===== config.mk =====
export PLATFORM = sky130hd
export DESIGN_NAME = differential_drive_pwm_sequencer_top
export DESIGN_NICKNAME = d
export VERILOG_FILES = /design/src/design/ddps_pkg.sv /design/src/design/ddps_front.sv /design/src/design/ddps_back.sv /design/src/design/differential_drive_pwm_sequencer_top.sv
export SDC_FILE = /design/constraint.sdc
export NUM_CORES = 1
export LEC_CHECK = 0
export ABC_AREA = 1
export BUFFER_PORTS_ARGS = -buffer_cell sky130_fd_sc_hd__buf_2
export CELL_PAD_IN_SITES_DETAIL_PLACEMENT = 1
export CELL_PAD_IN_SITES_GLOBAL_PLACEMENT = 1
export CORE_MARGIN = 1
export CORE_UTILIZATION = 42
export CTS_CLUSTER_DIAMETER = 80
export CTS_CLUSTER_SIZE = 10
export DETAILED_ROUTE_END_ITERATION = 8
export PLACE_DENSITY = 0.75
export SYNTH_ARGS = -nofsm -noshare
export SYNTH_HDL_FRONTEND = slang
export SYNTH_SLANG_ARGS = --single-unit
export TNS_END_PERCENT = 30

===== constraint.sdc =====
create_clock -name clk -period 4.6 [get_ports clk]
set_input_delay 0.92 -clock clk [delete_from_list [all_inputs] [get_ports clk]]
set_output_delay 0.92 -clock clk [all_outputs]
set_load 0.005 [all_outputs]

===== src/design/ddps_pkg.sv =====
// Shared types, constants and helper functions for the differential drive PWM sequencer.
`default_nettype none
package ddps_pkg;

  localparam int DUTY_BITS    = 16;
  localparam int SPEED_BITS   = 17;
  localparam int CFG_BITS     = 8;
  localparam int CFG_IDX_BITS = 2;
  localparam int WAIT_BITS    = CFG_BITS + 2;
  localparam int NUM_CHAN     = 8;
  // longest chain of zero-length waits: dwell, half speed step, full speed step
  localparam int SETTLE_STEPS = 3;

  localparam logic [SPEED_BITS-1:0] DUTY_MAX = SPEED_BITS'((1 << DUTY_BITS) - 1);

  // register indexes on the configuration port
  localparam logic [CFG_IDX_BITS-1:0] REG_TURN_SPEED = CFG_IDX_BITS'(0);
  localparam logic [CFG_IDX_BITS-1:0] REG_TURN_TIME  = CFG_IDX_BITS'(1);
  localparam logic [CFG_IDX_BITS-1:0] REG_STOP_DWELL = CFG_IDX_BITS'(2);

  // register reset values
  localparam logic [CFG_BITS-1:0] TURN_SPEED_RST = CFG_BITS'(25);
  localparam logic [CFG_BITS-1:0] TURN_TIME_RST  = CFG_BITS'(150);
  localparam logic [CFG_BITS-1:0] STOP_DWELL_RST = CFG_BITS'(20);

  typedef logic signed [SPEED_BITS-1:0] speed_t;
  typedef logic [DUTY_BITS-1:0]         duty_t;
  typedef logic [WAIT_BITS-1:0]         wait_t;

  typedef enum logic [2:0] {
    CMD_TICK, CMD_MOVE, CMD_STOP, CMD_RIGHT45,
    CMD_LEFT45, CMD_RIGHT90, CMD_LEFT90, CMD_TURN180
  } cmd_code_t;

  typedef enum logic [2:0] {
    PH_IDLE, PH_STOP, PH_DW_MOVE, PH_DW_TURN,
    PH_DW_T180, PH_DW_T90, PH_HOLD, PH_T90_FIRST
  } phase_t;

  typedef enum logic [1:0] {
    OP_TICK, OP_STOP, OP_START
  } op_t;

  typedef struct packed {
    logic [CFG_BITS-1:0] turn_speed;
    logic [CFG_BITS-1:0] turn_time;
    logic [CFG_BITS-1:0] stop_dwell;
  } cfg_t;

  // decoded command handed from front to back
  typedef struct packed {
    op_t    op;
    phase_t start_phase;
    speed_t first_l;
    speed_t first_r;
    speed_t full_l;
    speed_t full_r;
  } cmd_t;

  typedef struct packed {
    phase_t phase;
    wait_t  wait_count;
    speed_t last_l;
    speed_t last_r;
  } settle_t;

  typedef struct packed {
    logic [NUM_CHAN-1:0][DUTY_BITS-1:0] duty;
    logic                               busy;
    logic                               rejected;
  } res_t;

  // signed halve, rounding toward zero
  function automatic speed_t half_speed(input speed_t s);
    speed_t adj;
    adj = s + speed_t'({{(SPEED_BITS-1){1'b0}}, s[SPEED_BITS-1]});
    return adj >>> 1;
  endfunction

  // absolute value with saturation to the duty range
  function automatic duty_t magnitude(input speed_t s);
    logic [SPEED_BITS-1:0] m;
    m = s[SPEED_BITS-1] ? SPEED_BITS'(-s) : SPEED_BITS'(s);
    return (m > DUTY_MAX) ? DUTY_MAX[DUTY_BITS-1:0] : m[DUTY_BITS-1:0];
  endfunction

  function automatic logic is_pos(input speed_t s);
    return !s[SPEED_BITS-1] && (s != '0);
  endfunction

  // true when either side would change direction
  function automatic logic flips(input speed_t l, input speed_t r,
                                 input speed_t last_l, input speed_t last_r);
    return (is_pos(l) && last_l[SPEED_BITS-1]) || (l[SPEED_BITS-1] && is_pos(last_l)) ||
           (is_pos(r) && last_r[SPEED_BITS-1]) || (r[SPEED_BITS-1] && is_pos(last_r));
  endfunction

  // run through all waits that are already at zero
  function automatic settle_t settle(input phase_t ph_in, input wait_t w_in,
                                     input speed_t pl, input speed_t pr,
                                     input speed_t ll_in, input speed_t lr_in,
                                     input logic [CFG_BITS-1:0] tt);
    settle_t s;
    s.phase      = ph_in;
    s.wait_count = w_in;
    s.last_l     = ll_in;
    s.last_r     = lr_in;
    for (int i = 0; i < SETTLE_STEPS; i++) begin
      if (s.phase != PH_IDLE && s.wait_count == '0) begin
        case (s.phase)
          PH_DW_MOVE: begin
            s.last_l = pl;
            s.last_r = pr;
            s.phase  = PH_IDLE;
          end
          PH_DW_TURN, PH_T90_FIRST: begin
            s.last_l     = pl;
            s.last_r     = pr;
            s.phase      = PH_HOLD;
            s.wait_count = WAIT_BITS'(tt);
          end
          PH_DW_T180: begin
            s.last_l     = pl;
            s.last_r     = pr;
            s.phase      = PH_HOLD;
            s.wait_count = WAIT_BITS'({tt, 2'b00});
          end
          PH_DW_T90: begin
            s.last_l     = half_speed(pl);
            s.last_r     = half_speed(pr);
            s.phase      = PH_T90_FIRST;
            s.wait_count = WAIT_BITS'(tt);
          end
          default: begin
            s.phase = PH_IDLE;
          end
        endcase
      end
    end
    return s;
  endfunction

  // duty words in channel order from the applied speeds
  function automatic logic [NUM_CHAN-1:0][DUTY_BITS-1:0] duties(input speed_t l,
                                                                input speed_t r);
    logic [NUM_CHAN-1:0][DUTY_BITS-1:0] d;
    duty_t ml;
    duty_t mr;
    ml   = magnitude(l);
    mr   = magnitude(r);
    d[0] = is_pos(l) ? ml : '0;
    d[1] = l[SPEED_BITS-1] ? ml : '0;
    d[2] = is_pos(l) ? ml : '0;
    d[3] = l[SPEED_BITS-1] ? ml : '0;
    d[4] = r[SPEED_BITS-1] ? mr : '0;
    d[5] = is_pos(r) ? mr : '0;
    d[6] = r[SPEED_BITS-1] ? mr : '0;
    d[7] = is_pos(r) ? mr : '0;
    return d;
  endfunction

endpackage
`default_nettype wire


===== src/design/ddps_front.sv =====
// Front end: configuration registers, command decode and a two-entry command queue.
`default_nettype none
module ddps_front (
  input  wire logic                                 clk,
  input  wire logic                                 rst,
  // command side
  input  wire logic                                 push,
  output logic                                      full,
  input  wire logic [2:0]                           cmd,
  input  wire ddps_pkg::speed_t                     left_vel,
  input  wire ddps_pkg::speed_t                     right_vel,
  // configuration write channel
  input  wire logic                                 cfg_valid,
  output logic                                      cfg_ready,
  input  wire logic [ddps_pkg::CFG_IDX_BITS-1:0]    cfg_index,
  input  wire logic [ddps_pkg::CFG_BITS-1:0]        cfg_data,
  output ddps_pkg::cfg_t                            cfg,
  // toward the back end
  output logic                                      cmd_valid,
  output ddps_pkg::cmd_t                            cmd_out,
  input  wire logic                                 cmd_take
);

  ddps_pkg::cmd_t    dec;
  ddps_pkg::speed_t  ts;
  ddps_pkg::speed_t  ts_half;
  ddps_pkg::cmd_t    q_mem [2];
  logic              q_wr;
  logic              q_rd;
  logic [1:0]        q_cnt;
  logic              q_push;

  // configuration registers, always ready
  assign cfg_ready = 1'b1;

  always_ff @(posedge clk) begin
    if (rst) begin
      cfg.turn_speed <= ddps_pkg::TURN_SPEED_RST;
      cfg.turn_time  <= ddps_pkg::TURN_TIME_RST;
      cfg.stop_dwell <= ddps_pkg::STOP_DWELL_RST;
    end else if (cfg_valid && cfg_ready) begin
      case (cfg_index)
        ddps_pkg::REG_TURN_SPEED: cfg.turn_speed <= cfg_data;
        ddps_pkg::REG_TURN_TIME:  cfg.turn_time  <= cfg_data;
        ddps_pkg::REG_STOP_DWELL: cfg.stop_dwell <= cfg_data;
        default: ;
      endcase
    end
  end

  // command decode into speed pairs and starting phase
  assign ts      = ddps_pkg::speed_t'({{(ddps_pkg::SPEED_BITS-ddps_pkg::CFG_BITS){1'b0}},
                                      cfg.turn_speed});
  assign ts_half = ts >>> 1;

  always_comb begin
    dec.op          = ddps_pkg::OP_START;
    dec.start_phase = ddps_pkg::PH_DW_TURN;
    dec.first_l     = ts;
    dec.first_r     = -ts;
    dec.full_l      = ts;
    dec.full_r      = -ts;
    case (ddps_pkg::cmd_code_t'(cmd))
      ddps_pkg::CMD_TICK: begin
        dec.op = ddps_pkg::OP_TICK;
      end
      ddps_pkg::CMD_MOVE: begin
        dec.start_phase = ddps_pkg::PH_DW_MOVE;
        dec.first_l     = left_vel;
        dec.first_r     = right_vel;
        dec.full_l      = left_vel;
        dec.full_r      = right_vel;
      end
      ddps_pkg::CMD_STOP: begin
        dec.op = ddps_pkg::OP_STOP;
      end
      ddps_pkg::CMD_RIGHT45: ;
      ddps_pkg::CMD_LEFT45: begin
        dec.first_l = -ts;
        dec.first_r = ts;
        dec.full_l  = -ts;
        dec.full_r  = ts;
      end
      ddps_pkg::CMD_RIGHT90: begin
        dec.start_phase = ddps_pkg::PH_DW_T90;
        dec.first_l     = ts_half;
        dec.first_r     = -ts_half;
      end
      ddps_pkg::CMD_LEFT90: begin
        dec.start_phase = ddps_pkg::PH_DW_T90;
        dec.first_l     = -ts_half;
        dec.first_r     = ts_half;
        dec.full_l      = -ts;
        dec.full_r      = ts;
      end
      ddps_pkg::CMD_TURN180: begin
        dec.start_phase = ddps_pkg::PH_DW_T180;
        dec.first_l     = -ts;
        dec.first_r     = ts;
        dec.full_l      = -ts;
        dec.full_r      = ts;
      end
      default: ;
    endcase
  end

  // two-entry command queue
  assign full      = (q_cnt == 2'd2);
  assign q_push    = push && !full;
  assign cmd_valid = (q_cnt != 2'd0);
  assign cmd_out   = q_mem[q_rd];

  always_ff @(posedge clk) begin
    if (q_push) begin
      q_mem[q_wr] <= dec;
    end
  end

  always_ff @(posedge clk) begin
    if (rst) begin
      q_wr  <= 1'b0;
      q_rd  <= 1'b0;
      q_cnt <= 2'd0;
    end else begin
      if (q_push) begin
        q_wr <= ~q_wr;
      end
      if (cmd_take) begin
        q_rd <= ~q_rd;
      end
      q_cnt <= q_cnt + {1'b0, q_push} - {1'b0, cmd_take};
    end
  end

endmodule
`default_nettype wire


===== src/design/ddps_back.sv =====
// Back end: sequencing state, duty word generation and a two-entry result queue.
`default_nettype none
module ddps_back (
  input  wire logic             clk,
  input  wire logic             rst,
  input  wire ddps_pkg::cfg_t   cfg,
  input  wire logic             cmd_valid,
  input  wire ddps_pkg::cmd_t   cmd_in,
  output logic                  cmd_take,
  output logic                  empty,
  input  wire logic             pop,
  output ddps_pkg::res_t        res_out
);

  ddps_pkg::phase_t   phase;
  ddps_pkg::wait_t    wait_count;
  ddps_pkg::speed_t   pend_l;
  ddps_pkg::speed_t   pend_r;
  ddps_pkg::speed_t   last_l;
  ddps_pkg::speed_t   last_r;

  ddps_pkg::phase_t   pre_phase;
  ddps_pkg::wait_t    pre_wait;
  ddps_pkg::speed_t   pre_ll;
  ddps_pkg::speed_t   pre_lr;
  ddps_pkg::speed_t   pend_l_next;
  ddps_pkg::speed_t   pend_r_next;
  logic               rej;
  ddps_pkg::settle_t  st;
  ddps_pkg::res_t     res_in;

  ddps_pkg::res_t     r_mem [2];
  logic               r_wr;
  logic               r_rd;
  logic [1:0]         r_cnt;
  logic               r_pop;
  logic               step;

  assign step     = cmd_valid && (r_cnt != 2'd2);
  assign cmd_take = step;

  // one command: tick down, reject, stop, or start a sequence, then settle zero waits
  always_comb begin
    pre_phase   = phase;
    pre_wait    = wait_count;
    pre_ll      = last_l;
    pre_lr      = last_r;
    pend_l_next = pend_l;
    pend_r_next = pend_r;
    rej         = 1'b0;
    if (phase != ddps_pkg::PH_IDLE) begin
      if (cmd_in.op == ddps_pkg::OP_TICK) begin
        if (wait_count != '0) begin
          pre_wait = wait_count - 1'b1;
        end
      end else begin
        rej = 1'b1;
      end
    end else begin
      case (cmd_in.op)
        ddps_pkg::OP_STOP: begin
          pre_ll    = '0;
          pre_lr    = '0;
          pre_phase = ddps_pkg::PH_STOP;
          pre_wait  = ddps_pkg::WAIT_BITS'(cfg.stop_dwell);
        end
        ddps_pkg::OP_START: begin
          pend_l_next = cmd_in.full_l;
          pend_r_next = cmd_in.full_r;
          pre_phase   = cmd_in.start_phase;
          if (ddps_pkg::flips(cmd_in.first_l, cmd_in.first_r, last_l, last_r)) begin
            pre_ll   = '0;
            pre_lr   = '0;
            pre_wait = ddps_pkg::WAIT_BITS'(cfg.stop_dwell);
          end else begin
            pre_wait = '0;
          end
        end
        default: ;
      endcase
    end
    st = ddps_pkg::settle(pre_phase, pre_wait, pend_l_next, pend_r_next,
                          pre_ll, pre_lr, cfg.turn_time);
    res_in.duty     = ddps_pkg::duties(st.last_l, st.last_r);
    res_in.busy     = (st.phase != ddps_pkg::PH_IDLE);
    res_in.rejected = rej;
  end

  // sequencing state
  always_ff @(posedge clk) begin
    if (rst) begin
      phase      <= ddps_pkg::PH_IDLE;
      wait_count <= '0;
      pend_l     <= '0;
      pend_r     <= '0;
      last_l     <= '0;
      last_r     <= '0;
    end else if (step) begin
      phase      <= st.phase;
      wait_count <= st.wait_count;
      pend_l     <= pend_l_next;
      pend_r     <= pend_r_next;
      last_l     <= st.last_l;
      last_r     <= st.last_r;
    end
  end

  // two-entry result queue
  assign empty   = (r_cnt == 2'd0);
  assign r_pop   = pop && !empty;
  assign res_out = r_mem[r_rd];

  always_ff @(posedge clk) begin
    if (step) begin
      r_mem[r_wr] <= res_in;
    end
  end

  always_ff @(posedge clk) begin
    if (rst) begin
      r_wr  <= 1'b0;
      r_rd  <= 1'b0;
      r_cnt <= 2'd0;
    end else begin
      if (step) begin
        r_wr <= ~r_wr;
      end
      if (r_pop) begin
        r_rd <= ~r_rd;
      end
      r_cnt <= r_cnt + {1'b0, step} - {1'b0, r_pop};
    end
  end

  // a running wait never sits at zero once settled
  a_wait_nonzero: assert property (@(posedge clk) disable iff (rst)
    phase != ddps_pkg::PH_IDLE |-> wait_count != '0)
    else $error("busy phase with zero wait count");

  // a rejection only happens while a sequence runs
  a_rej_busy: assert property (@(posedge clk) disable iff (rst)
    step && res_in.rejected |-> phase != ddps_pkg::PH_IDLE)
    else $error("command rejected while idle");

  // state moves only on a processed command
  a_state_hold: assert property (@(posedge clk) disable iff (rst)
    !step |=> $stable(phase) && $stable(wait_count) && $stable(last_l) && $stable(last_r))
    else $error("sequencer state changed without a command");

  // result queue never overfills
  a_res_bound: assert property (@(posedge clk) disable iff (rst)
    r_cnt != 2'd3)
    else $error("result queue overflow");

  // result busy flag matches the state left behind
  a_busy_match: assert property (@(posedge clk) disable iff (rst)
    step |=> r_mem[$past(r_wr)].busy == (phase != ddps_pkg::PH_IDLE))
    else $error("busy flag disagrees with sequencer phase");

endmodule
`default_nettype wire


===== src/design/differential_drive_pwm_sequencer_top.sv =====
// Top level of the differential drive PWM sequencer with brake-before-reverse.
//
// channel   handshake              payload
// command   push / full            cmd, left_vel, right_vel
// result    empty / pop            eight duty words, busy_res, rejected
// config    cfg_valid / cfg_ready  cfg_index, cfg_data
//
// One command per cycle is sustained while results are popped; each accepted command is
// registered in the command queue, stepped by the back end, and its result registered in
// the result queue, from which it can be popped. All sequencing, including chains of
// zero-length waits, resolves in the single back-end step; a two-entry queue sits on each side of it.
// full rises when two commands wait; the back end holds while two results wait.
// Reset is synchronous; no memory clearing is needed.
`default_nettype none
module differential_drive_pwm_sequencer_top (
  input  wire logic                               clk,
  input  wire logic                               rst,
  input  wire logic                               push,
  output logic                                    full,
  input  wire logic [2:0]                         cmd,
  input  wire logic signed [ddps_pkg::SPEED_BITS-1:0] left_vel,
  input  wire logic signed [ddps_pkg::SPEED_BITS-1:0] right_vel,
  output logic                                    empty,
  input  wire logic                               pop,
  output logic [ddps_pkg::DUTY_BITS-1:0]          left_a_fwd,
  output logic [ddps_pkg::DUTY_BITS-1:0]          left_a_rev,
  output logic [ddps_pkg::DUTY_BITS-1:0]          left_b_fwd,
  output logic [ddps_pkg::DUTY_BITS-1:0]          left_b_rev,
  output logic [ddps_pkg::DUTY_BITS-1:0]          right_a_rev,
  output logic [ddps_pkg::DUTY_BITS-1:0]          right_a_fwd,
  output logic [ddps_pkg::DUTY_BITS-1:0]          right_b_rev,
  output logic [ddps_pkg::DUTY_BITS-1:0]          right_b_fwd,
  output logic                                    busy_res,
  output logic                                    rejected,
  input  wire logic                               cfg_valid,
  output logic                                    cfg_ready,
  input  wire logic [ddps_pkg::CFG_IDX_BITS-1:0]  cfg_index,
  input  wire logic [ddps_pkg::CFG_BITS-1:0]      cfg_data
);

  ddps_pkg::cfg_t  cfg;
  ddps_pkg::cmd_t  cmd_q;
  logic            cmd_valid;
  logic            cmd_take;
  ddps_pkg::res_t  res;

  // decode and command queue
  ddps_front u_front (
    .clk         (clk),
    .rst         (rst),
    .push        (push),
    .full        (full),
    .cmd         (cmd),
    .left_vel    (left_vel),
    .right_vel   (right_vel),
    .cfg_valid   (cfg_valid),
    .cfg_ready   (cfg_ready),
    .cfg_index   (cfg_index),
    .cfg_data    (cfg_data),
    .cfg         (cfg),
    .cmd_valid   (cmd_valid),
    .cmd_out     (cmd_q),
    .cmd_take    (cmd_take)
  );

  // sequencer and result queue
  ddps_back u_back (
    .clk       (clk),
    .rst       (rst),
    .cfg       (cfg),
    .cmd_valid (cmd_valid),
    .cmd_in    (cmd_q),
    .cmd_take  (cmd_take),
    .empty     (empty),
    .pop       (pop),
    .res_out   (res)
  );

  // result fields onto channel ports
  assign left_a_fwd  = res.duty[0];
  assign left_a_rev  = res.duty[1];
  assign left_b_fwd  = res.duty[2];
  assign left_b_rev  = res.duty[3];
  assign right_a_rev = res.duty[4];
  assign right_a_fwd = res.duty[5];
  assign right_b_rev = res.duty[6];
  assign right_b_fwd = res.duty[7];
  assign busy_res    = res.busy;
  assign rejected    = res.rejected;

endmodule
`default_nettype wire


---- Word-level counts from Yosys, hierarchy flattened ----
Memories as Yosys holds them, arrays and structs flattened. A register that Yosys moved wholly into a read port is not among the register bits.
Index checks and enable logic that the tools add are counted.
W data, S select, Z words.
operators by class
  $add $sub $neg .......................... 11
  order comparisons ....................... 2
  equality and inequality tests ........... 27
  muxes and demuxes ....................... 51
  bitwise gates (word level) .............. 4
  reduce and logical (&&, ||, !) cells .... 62
operator list
  kind                    number
  $pmux W34 S2            4
  $mux W17                10
  $mux W47                3
  $pmux W34 S4            1
  $reduce_bool A17 Y1     6
  $mux W16                6
  $pmux W10 S2            4
  $pmux W17 S2            2
  $eq A3 B3 Y1 const B    13
  $add A17 B2 Y17         2
  $gt A17 B16 Y1 const B  2
  $neg A17 Y17            2
  $logic_not A10 Y1       3
  $mux W10                3
  $pmux W3 S2             4
  $eq A3 B2 Y1 const B    7
  $reduce_or A3 Y1        7
  $neg A7 Y17             1
  $neg A8 Y17             1
  $logic_and A1 B1 Y1     16
  $reduce_bool A3 Y1      5
  $reduce_or A4 Y1        3
  $mux W1                 10
  $reduce_bool A10 Y1     1
  other kinds (19)        41
word-level totals
  flip-flop bits (word level) ............. 113
  bits in writable memories ............... 406
  input bits .............................. 52
  output and inout bits ................... 133
  logic and storage cells ................. 174
  memories ................................ 2
memory list
  name           words  bits a word  read ports  clocked after memory_dff  write ports  RTL line          source
  u_back.r_mem   2      130          1           1                         1            ddps_back.sv:32   ddps_pkg::res_t r_mem [2];
  u_front.q_mem  2      73           1           1                         1            ddps_front.sv:27  ddps_pkg::cmd_t q_mem [2];

---- Depth between registers and ports, before layout ----
Gate-level depths: netlist (run 1).
  depth after elaboration ................. 25
  gate-level depth with buffers ........... 41
  mapped depth without buffers ............ 37

---- Modules after synthesis ----
A second synthesis (run 1) with hierarchy kept.
unflattened totals
  cells, all modules ...................... 2485
  area total of the unflattened synthesis .. 21857.2 µm²
by module, submodules not included
  module      instances  cells an instance  area each (µm²)  seq. area each (µm²)
  ddps_back   1          1827               14089.8          5685.5
  ddps_front  1          658                7767.4           4964.8

---- Least setup slack after synthesis (run 1) ----
Ideal clock, no wire load.
  path type ............................... reg2reg
  from .................................... reg (tool-made name)
  to ...................................... mem u_back.r_mem[0][114] in the netlist's numbering (data pin)
  library setup time ...................... 266 ps
  arrival time ............................ 4688 ps
  required time ........................... 4334 ps
  slack ................................... -355 ps
  stages on the path, launching flop included .. 34
  path buffers ............................ 5
  period minus slack after synthesis ...... 4955 ps
  cell sequence ........................... dfxtp_1 inv_1 buf_2 clkbuf_1 clkbuf_1 or2_2 o21ai_0 ha_1 inv_1 nor2_4 buf_2 o211ai_1 nand2_1 nand2_1 inv_1 ha_1 inv_1 nor3_2 nand2_1 nor2_1 nand2_1 nor2_1 nand3_1 nor3_1 xor2_1 or2_1 o21ai_0 o211ai_1 nand2_1 nor2_2 nand3_4 nand2_2 buf_4 nor2_1
RTL lines
  what              RTL line
  end: declaration  ddps_back.sv:32

==> results of run 1 <==
## registers in the layout, summed over array words and instances, names as in the netlist, 2 cells and up, named ones only
register	flops
u_back.last_l	17
u_front.q_cnt	2
u_front.q_mem	146
u_back.phase	3
u_back.wait_count	10
u_back.r_mem	132
u_back.last_r	17
u_back.pend_r	17
u_back.r_cnt	2
u_front.cfg	24
u_back.pend_l	17
## worst max path at each step
stage / startpoint / end / slack (ns) / cells past startpoint
6_report: flip-flop / u_back.r_mem[0][106]$_DFFE_PP_ / 0.05 / 36
5_1_grt: flip-flop / u_back.r_mem[0][124]$_DFFE_PP_ / -0.19 / 34
3_3_place_gp: flip-flop / u_back.r_mem[1][123]$_DFFE_PP_ / -0.03 / 31
2_1_floorplan: push / u_front.q_mem[0][0]$_DFFE_PP_ / -0.03 / 2
3_5_place_dp: flip-flop / u_back.r_mem[1][115]$_DFFE_PP_ / -0.11 / 29
4_1_cts: flip-flop / u_back.r_mem[1][123]$_DFFE_PP_ / 0.002 / 35
## metal layers
layer  part of all wire (%)  routed length, um  GRT usage [%]
met5                      0                  0              0
met4                    3.0               1968          8.075
met3                    3.2               2154          2.969
met2                     49              32550          43.03
met1                     45              29810          32.86
## cells by family (layout without fill, tap and decap cells)
kind of cell / Yosys count / after routing
DFF: 393 / 393
xor gates and xnor gates: 40 / 40
buffers and inverters: 504 / 867
and+or+nand+nor: 953 / 956
other: 1 / 1
AOI/OAI and AO/OA: 480 / 480
muxes: 66 / 66
adders and majority gates: 16 / 16
## Yosys cell counts, types with 4 or more instances
| cell | count | share of area (%) |
|---|---|---|
| a21oi_1 | 87 | 2.0 |
| a21oi_2 | 9 | 0.37 |
| a22oi_1 | 15 | 0.53 |
| buf_2 | 18 | 0.42 |
| buf_4 | 69 | 2.4 |
| buf_6 | 6 | 0.32 |
| clkbuf_1 | 59 | 1.0 |
| clkinv_1 | 5 | 0.088 |
| dfxtp_1 | 115 | 11 |
| edfxtp_1 | 278 | 39 |
| ha_1 | 16 | 0.94 |
| inv_1 | 317 | 5.6 |
| inv_2 | 25 | 0.44 |
| mux2_2 | 66 | 3.5 |
| nand2_1 | 494 | 8.7 |
| nand2_2 | 18 | 0.53 |
| nand2_4 | 4 | 0.21 |
| nand3_1 | 90 | 2.1 |
| nand3_2 | 10 | 0.47 |
| nand4_1 | 15 | 0.44 |
| nor2_1 | 225 | 4.0 |
| nor2_2 | 23 | 0.68 |
| nor2_4 | 9 | 0.48 |
| nor3_1 | 13 | 0.31 |
| o2111ai_1 | 9 | 0.37 |
| o211ai_1 | 81 | 2.9 |
| o21a_1 | 4 | 0.14 |
| o21ai_0 | 195 | 4.6 |
| o21ai_1 | 24 | 0.56 |
| o221ai_1 | 17 | 0.70 |
| o22ai_1 | 25 | 0.73 |
| or2_1 | 6 | 0.18 |
| or2_2 | 30 | 0.88 |
| xor2_1 | 38 | 1.6 |
## metrics by stage
stage	cell area [um^2]	utilization [%]	setup TNS, ns
after floorplan	21490	-	-2.395
after global placement	24030	47.99	-0.3512
after detailed placement	24030	47.99	-4.464
after CTS	25510	50.95	0
after global routing	26340	52.61	-11.67
final	26340	52.61	0
## cell type report
type                       instances  area, um^2  area share [%]
clock buffer                      81        1314           4.987
tap                              672       840.8           3.192
sequential                       393       10660           40.46
inverter                         348        1339           5.082
clock inverter                     7       56.30          0.2137
timing repair buffer             431        2912           11.05
multi-input combinational       1559        9224           35.02
## timing repair
item                                    in CTS  in global routing
pin swaps                                    8                 73
endpoints found under the setup margin      92                128
hold buffers                                 0                  0
cloned                                       0                  4
buffers inserted                             7                 18
hold endpoints to repair                     0                  0
resized for setup                           18                196
==> flow_summary.ini, run 1 <==
[status]
status = complete, no violations

[synthesis]
seq_area_frac_synth_pct = 49.98
synthMuxAreaShare_pct = 3.488
synth_top_family_by_area = simple AND/OR/NAND/NOR gates
ys_async_sr_fraction_pct = 0
synth-edff-count = 278
syn_inst = 2453
syn_nets = 2521
synthSimpleGateAreaFrac_pct = 19.92
ys_ff_latch = 393
syn_area_um2 = 21310
ys_warn_count = 0
synth-compound-area-share_pct = 13.51
syn_area_per_cell_um2 = 8.686
yosys.area_share.adder_pct = 0.9395
yosys.cell_types.count = 58
ys.flop_type = edfxtp_1
synth_xor_area_share_pct = 1.644

[layout]
synthToLayoutAreaGrowth_pct = 23.62
fill_cells = 5943
final_cell_mix = nand2_1 (447), inv_1 (302), edfxtp_1 (278), buf_4 (224), buf_2 (183)
layout-drive-gt1-share_pct = 30.19
final_common_cell = nand2_1
diodes = 0
fin_nets = 2848
final_cells = 3491

[clock_network]
clockRootBuffer = clkbuf_16
h-tree-depth = 2
path_clk_slew_ns = 0.05
cts_buffer_depth = 3
cts_tree = yes
cts.sinks = 393
clk_latency_ns = 0.58
cts_buffers = 47

[place]
routabilityCongestion = 0.8854
port_buffers = 183
dp_slack_ns = -0.1089
numPlacedInstances = 3374
place_hpwl_mm = 49.06

[global_routing]
grt_max_degree = 79
antenna_found_initial = 0
grt_use_total_pct = 25.07
grt_overflow = 0
grt_pass1_wl_mm = 100.9
grt_pass1_vias = 18620

[min_path]
min_path_type = reg -> reg
hp-start = u_back.r_rd$_SDFFE_PP0P_
hold_depth = 1

[floorplanning]
dieWidth_um = 227.2
start_util_pct = 42.56
ios = 185
chipHeight_um = 227.2
core_um2 = 50070
rows = 82
die_area_um2 = 51640

[worst_setup_path]
reg2reg_slack_ns = 0.05
worstPathArrival_ns = 4.97
end_kind = flip-flop
crit_buf_inv = 10
crit_path_max_incr_delay_ns = 0.38
crit_type = reg -> reg
crit_path_max_fanout = 10
cp.required_ns = 5.02
cpMostUsedCell = nand2_1
reg2reg_depth = 36
r2r-end = u_back.r_mem[0][106]$_DFFE_PP_
critPathTopFamily = simple AND/OR/NAND/NOR gates
cp_slowest_cell = dfxtp_4
cp-start-kind = flip-flop

[route]
dr.pass1.iters = 5
via_per_inst = 5.227
wl_mm = 66.48
drc = 0
ant_nets = 0
drt_iter0_markers = 964
vias = 18250
post_drt_wl_per_cell_um = 19.04

[timing]
max_freq_ghz = 0.2197
maxSlewHeadroom_pct = 27.03
worst_slack_ns = 0.04932
final.setup_skew_ns = 0.02932
slew_viol_final = 0
whs_ns = 0.4477
fin_crit_sh_pct = 98.93
period_minus_slack_ns = 4.551
rsz0062_at_grt = yes
worst_pin_slew_ns = 1.095
hold_viol = 0
finalSetupViolCount = 0

[flow_run]
maxCapViolations = 0
Power of run 1 is left out: the tool's default activity adds up to more than one toggle a clock period on the data nets, which glitch-free logic cannot reach.
==> inputs of run 2 (changes only) <==
--- a/config.mk
+++ b/config.mk
@@ -6,15 +6,15 @@
 export NUM_CORES = 1
 export LEC_CHECK = 0
 export ABC_AREA = 1
-export BUFFER_PORTS_ARGS = -buffer_cell sky130_fd_sc_hd__buf_2
 export CELL_PAD_IN_SITES_DETAIL_PLACEMENT = 1
 export CELL_PAD_IN_SITES_GLOBAL_PLACEMENT = 1
 export CORE_MARGIN = 1
-export CORE_UTILIZATION = 42
+export CORE_UTILIZATION = 40
 export CTS_CLUSTER_DIAMETER = 80
 export CTS_CLUSTER_SIZE = 10
 export DETAILED_ROUTE_END_ITERATION = 8
-export PLACE_DENSITY = 0.75
+export DONT_BUFFER_PORTS = 1
+export PLACE_DENSITY = 0.68
 export SYNTH_ARGS = -nofsm -noshare
 export SYNTH_HDL_FRONTEND = slang
 export SYNTH_SLANG_ARGS = --single-unit
==> run 2 against run 1 <==
  * Sequential cell count unchanged
  * Non-clock buffer count fell by 121
  * Via count is 3.7% lower
  * Critical endpoint is now u_back.r_mem[0][122]$_DFFE_PP_
  * Clock skew up 0.0074 ns
  * Clock-buffer cell count shrank 2
  * First-iteration DRC count is 11% lower
  * Core utilization decreased by 3.3 points
  * Highest routed layer unchanged
  * Setup slack better by 0.071 ns
==> flow_summary.ini, run 2 (synthesized netlist as in run 1, its figures left out) <==
[worst_setup_path]
cp.required_ns = 4.94
worstPathArrival_ns = 4.82
crit_type = reg -> reg
end_kind = flip-flop
crit_path_max_incr_delay_ns = 0.37
cp_slowest_cell = dfxtp_4
cpMostUsedCell = buf_4
crit_path_max_fanout = 7
cp-start-kind = flip-flop

[layout]
final_common_cell = nand2_1
fill_cells = 6104
seq_area_um2 = 10660
synthToLayoutAreaGrowth_pct = 21.61
largest_register = u_front.q_mem
largest_reg_flops = 146
layout-drive-gt1-share_pct = 27.01
final_cells = 3383
top_regs = u_front.q_mem: 146 flops, u_back.r_mem: 132 flops, u_front.cfg: 24 flops
diodes = 0
multi_input_area_um2 = 9171
final_cell_mix = nand2_1 (439), inv_1 (302), buf_4 (292), edfxtp_1 (278), nor2_1 (189)
fin_nets = 2725

[route]
via_per_inst = 5.195
vias = 17570
wl_mm = 66.44
dr.pass1.iters = 4
drt_iter0_markers = 861
ant_nets = 0
drc = 0
post_drt_wl_per_cell_um = 19.64

[floorplanning]
rows = 84
core_um2 = 52550
die_area_um2 = 54200
dieWidth_um = 232.8
start_util_pct = 40.55
chipHeight_um = 232.8
ios = 185

[global_routing]
grt_use_total_pct = 24.25
antenna_found_initial = 0
grt_overflow = 0
grt_pass1_vias = 18170
grt_max_degree = 71
grt_pass1_wl_mm = 102.2

[timing]
finalSetupViolCount = 0
worst_pin_slew_ns = 0.9126
final.setup_skew_ns = 0.03670
slew_viol_final = 0
maxSlewHeadroom_pct = 39.16
hold_viol = 0
fin_crit_sh_pct = 97.39
worst_slack_ns = 0.1199
max_freq_ghz = 0.2232
period_minus_slack_ns = 4.480
rsz0062_at_grt = yes

[status]
status = complete, no violations

[clock_network]
path_clk_slew_ns = 0.06
cts_tree = yes
cts_buffers = 47
cts_hold_buf = 0
cts.sinks = 393
cts_buffer_depth = 3
clockRootBuffer = clkbuf_16
h-tree-depth = 2
clk_latency_ns = 0.59

[place]
routabilityCongestion = 0.9011
numPlacedInstances = 3248
port_buffers = 0
place_hpwl_mm = 49.56
dp_slack_ns = -0.2848

[flow_run]
maxCapViolations = 0

[min_path]
min_path_type = in -> reg
[run 2: routing by layer]
| layer | track usage, % | wire, um | vias to the layer above |
|---|---|---|---|
| met5 | 0 | 0 | - |
| met4 | 6.291 | 1552 | 0 |
| met3 | 3.480 | 2606 | 95 |
| met2 | 41.57 | 32440 | 346 |
| met1 | 31.88 | 29840 | 8582 |
| li1 | - | - | 8550 |
[run 2: worst paths after layout]
path	from	endpoint	slack, ns	depth (start not counted)
setup / recovery	flip-flop	u_back.r_mem[0][122]$_DFFE_PP_	0.12	33
hold / removal	rst	u_back.r_cnt[0]$_SDFF_PP0_	0.40	1
setup reg to reg	flip-flop	u_back.r_mem[0][122]$_DFFE_PP_	0.12	33
hold reg to reg	u_front.cfg[1]$_SDFFE_PP0P_	u_front.cfg[1]$_SDFFE_PP0P_	0.46	2
[run 2: cell type report]
class                      instances  area share (%)
clock buffer                      79           5.084
clock inverter                     8          0.4346
inverter                         348           5.099
multi-input combinational       1557           35.39
sequential                       393           41.12
tap                              688           3.322
timing repair buffer             310           9.546
[run 2: worst max-delay path, delay by kind of cell (launching register included)]
family	cells	cell delay, ns
buffers and inverters	14	1.64
AND/OR/NAND/NOR	13	1.50
AO/OA/AOI/OAI	4	0.38
flip-flops	1	0.37
adder cells (fa/ha/maj)	2	0.35
[run 2: what timing repair did]
item / in CTS / in global routing
endpoints found under the setup margin: 122 / 128
setup buffers: 18 / 27
pin swaps: 18 / 86
gates cloned: 0 / 3
gates resized for setup: 17 / 177
[run 2: metrics by stage]
step,utilization (%),hold WS (ns),setup TNS [ns],area [um^2]
finish,49.31,0.4006,0,25910
global placement,44.63,0.4305,0,23450
CTS,47.70,0.3607,-0.01005,25070
detailed placement,44.63,0.4543,-10.19,23450
global route,49.31,0.3659,-4.297,25910
floorplan,-,0.4257,-2.395,21490
Power of run 2 is left out for the same reason.
==> inputs of run 3 (changes only) <==
==> constraint.sdc (replaced) <==
create_clock -name clk -period 4.6 [get_ports clk]
set_input_delay 0 -clock clk [delete_from_list [all_inputs] [get_ports clk]]
set_output_delay 0 -clock clk [all_outputs]
set_load 0.005 [all_outputs]
==> run 3 against run 2 <==
  * Critical path depth decreased by 1
  * Via count increased by 1.1%
  * Core utilization increased by 0.69 points
  * First-iteration DRC count increased by 5.8%
  * Non-clock buffer count increased by 42
  * Cell area increased by 1.4%
  * Global-route usage decreased by 0.27 points
  * Hold slack got worse by 0.36 ns
  * Critical endpoint is now u_back.r_mem[0][108]$_DFFE_PP_
  * Largest cell class unchanged
==> flow_summary.ini, run 3 (synthesized netlist as in run 1, its figures left out) <==
[status]
status = complete, no violations

[clock_network]
clk_latency_ns = 0.60
clockRootBuffer = clkbuf_16
cts_tree = yes
cts.sinks = 393
cts_buffer_depth = 3
path_clk_slew_ns = 0.06
cts_buffers = 46
h-tree-depth = 2

[flow_run]
maxCapViolations = 0

[timing]
fin_crit_sh_pct = 97.41
hold_viol = 0
period_minus_slack_ns = 4.481
final.setup_skew_ns = 0.02953
worst_pin_slew_ns = 0.9218
rsz0062_at_grt = yes
slew_viol_final = 0
fin_tns_setup_ns = 0
max_freq_ghz = 0.2232
maxSlewHeadroom_pct = 38.55
finalSetupViolCount = 0

[place]
routabilityCongestion = 0.8794
place_hpwl_mm = 48.75
port_buffers = 0

[floorplanning]
chipHeight_um = 232.8
die_area_um2 = 54200
start_util_pct = 40.55
rows = 84
dieWidth_um = 232.8
core_um2 = 52550
ios = 185

[route]
ant_nets = 0
post_drt_wl_per_cell_um = 19.32
via_per_inst = 5.192
drt_iter0_markers = 911
wl_mm = 66.11
drc = 0
dr.pass1.iters = 5
vias = 17770

[layout]
final_common_cell = nand2_1
largest_reg_flops = 146
fin_nets = 2767
final_cell_mix = nand2_1 (454), inv_1 (308), edfxtp_1 (278), buf_4 (275), o21ai_0 (174)
diodes = 0
synthToLayoutAreaGrowth_pct = 23.31
layout-drive-gt1-share_pct = 25.93
top_regs = u_front.q_mem: 146 flops, u_back.r_mem: 132 flops, u_front.cfg: 24 flops
largest_register = u_front.q_mem

[global_routing]
grt_use_total_pct = 23.98
grt_pass1_vias = 18210
grt_pass1_wl_mm = 101.8
antenna_found_initial = 0
grt_overflow = 0
grt_max_degree = 67

[min_path]
hp-start = push
hold_depth = 3
min_path_type = in -> reg
min_to = u_front.q_wr$_SDFFE_PP0P_

[worst_setup_path]
cp_slowest_cell = dfxtp_4
crit_path_max_incr_delay_ns = 0.37
cp.required_ns = 4.94
r2r-end = u_back.r_mem[0][108]$_DFFE_PP_
crit_type = reg -> reg
crit_path_max_fanout = 6
reg2reg_slack_ns = 0.12
end_kind = flip-flop
reg2reg_depth = 32
worstPathArrival_ns = 4.82
cp-start-kind = flip-flop
[run 3: final cells by class]
class	instances	area, um^2
clock buffers	77	1277
clock inverters	6	80.08
fillers	6136	26280
inverters	348	1328
multi-input cells	1558	9126
flip-flops and latches	393	10660
well taps	688	860.8
repair buffers	352	2948
[run 3: critical path: cells and delay by family (launching register included)]
kind / cells / cell delay [ns]
and+or+nand+nor: 20 / 2.37
AOI/OAI and AO/OA: 4 / 0.68
buffers and inverters: 6 / 0.46
DFF: 1 / 0.37
adders and majority gates: 2 / 0.36
[run 3: worst max-delay path by stage]
stage	from	end	slack, ns	cells past startpoint
after floorplan	flip-flop	u_back.r_mem[0][114]$_DFFE_PP_	0.009	35
after global placement	flip-flop	u_back.r_mem[0][54]$_DFFE_PP_	0.11	29
after detailed placement	flip-flop	u_back.r_mem[1][56]$_DFFE_PP_	-0.11	32
after CTS	flip-flop	u_back.r_mem[0][107]$_DFFE_PP_	0.005	32
after global routing	flip-flop	u_back.r_mem[0][108]$_DFFE_PP_	-0.18	31
final	flip-flop	u_back.r_mem[0][108]$_DFFE_PP_	0.12	32
[run 3: through the flow]
step | hold slack (ns) | cell area, um^2 | utilization (%) | std cells | setup slack, ns
finish | 0.04149 | 26280 | 50.00 | 3422 | 0.1190
global route | 0.04488 | 26280 | 50.00 | 3422 | -0.1845
CTS | 0.02153 | 25500 | 48.52 | 3395 | 0.005426
detailed placement | 0.07942 | 23500 | 44.72 | 3251 | -0.1062
global placement | 0.07748 | 23500 | 44.72 | 3251 | 0.1116
floorplan | 0.1263 | 21490 | - | 2453 | 0.008996
[run 3: metal layers]
metal	wire (um)	vias to the layer above	track usage, %
met3	1941	87	2.831
met2	33090	280	41.74
met5	0	-	0
met4	1331	0	5.882
li1	-	8624	-
met1	29750	8777	31.51
[run 3: repair_timing]
item | in CTS | in global routing
gates cloned | 0 | 3
hold endpoints to repair | 216 | 0
pin swaps | 0 | 66
buffers inserted | 0 | 25
endpoints found under the setup margin | 41 | 128
gates resized for setup | 5 | 179
hold buffers | 61 | 0
Power of run 3 is left out for the same reason.
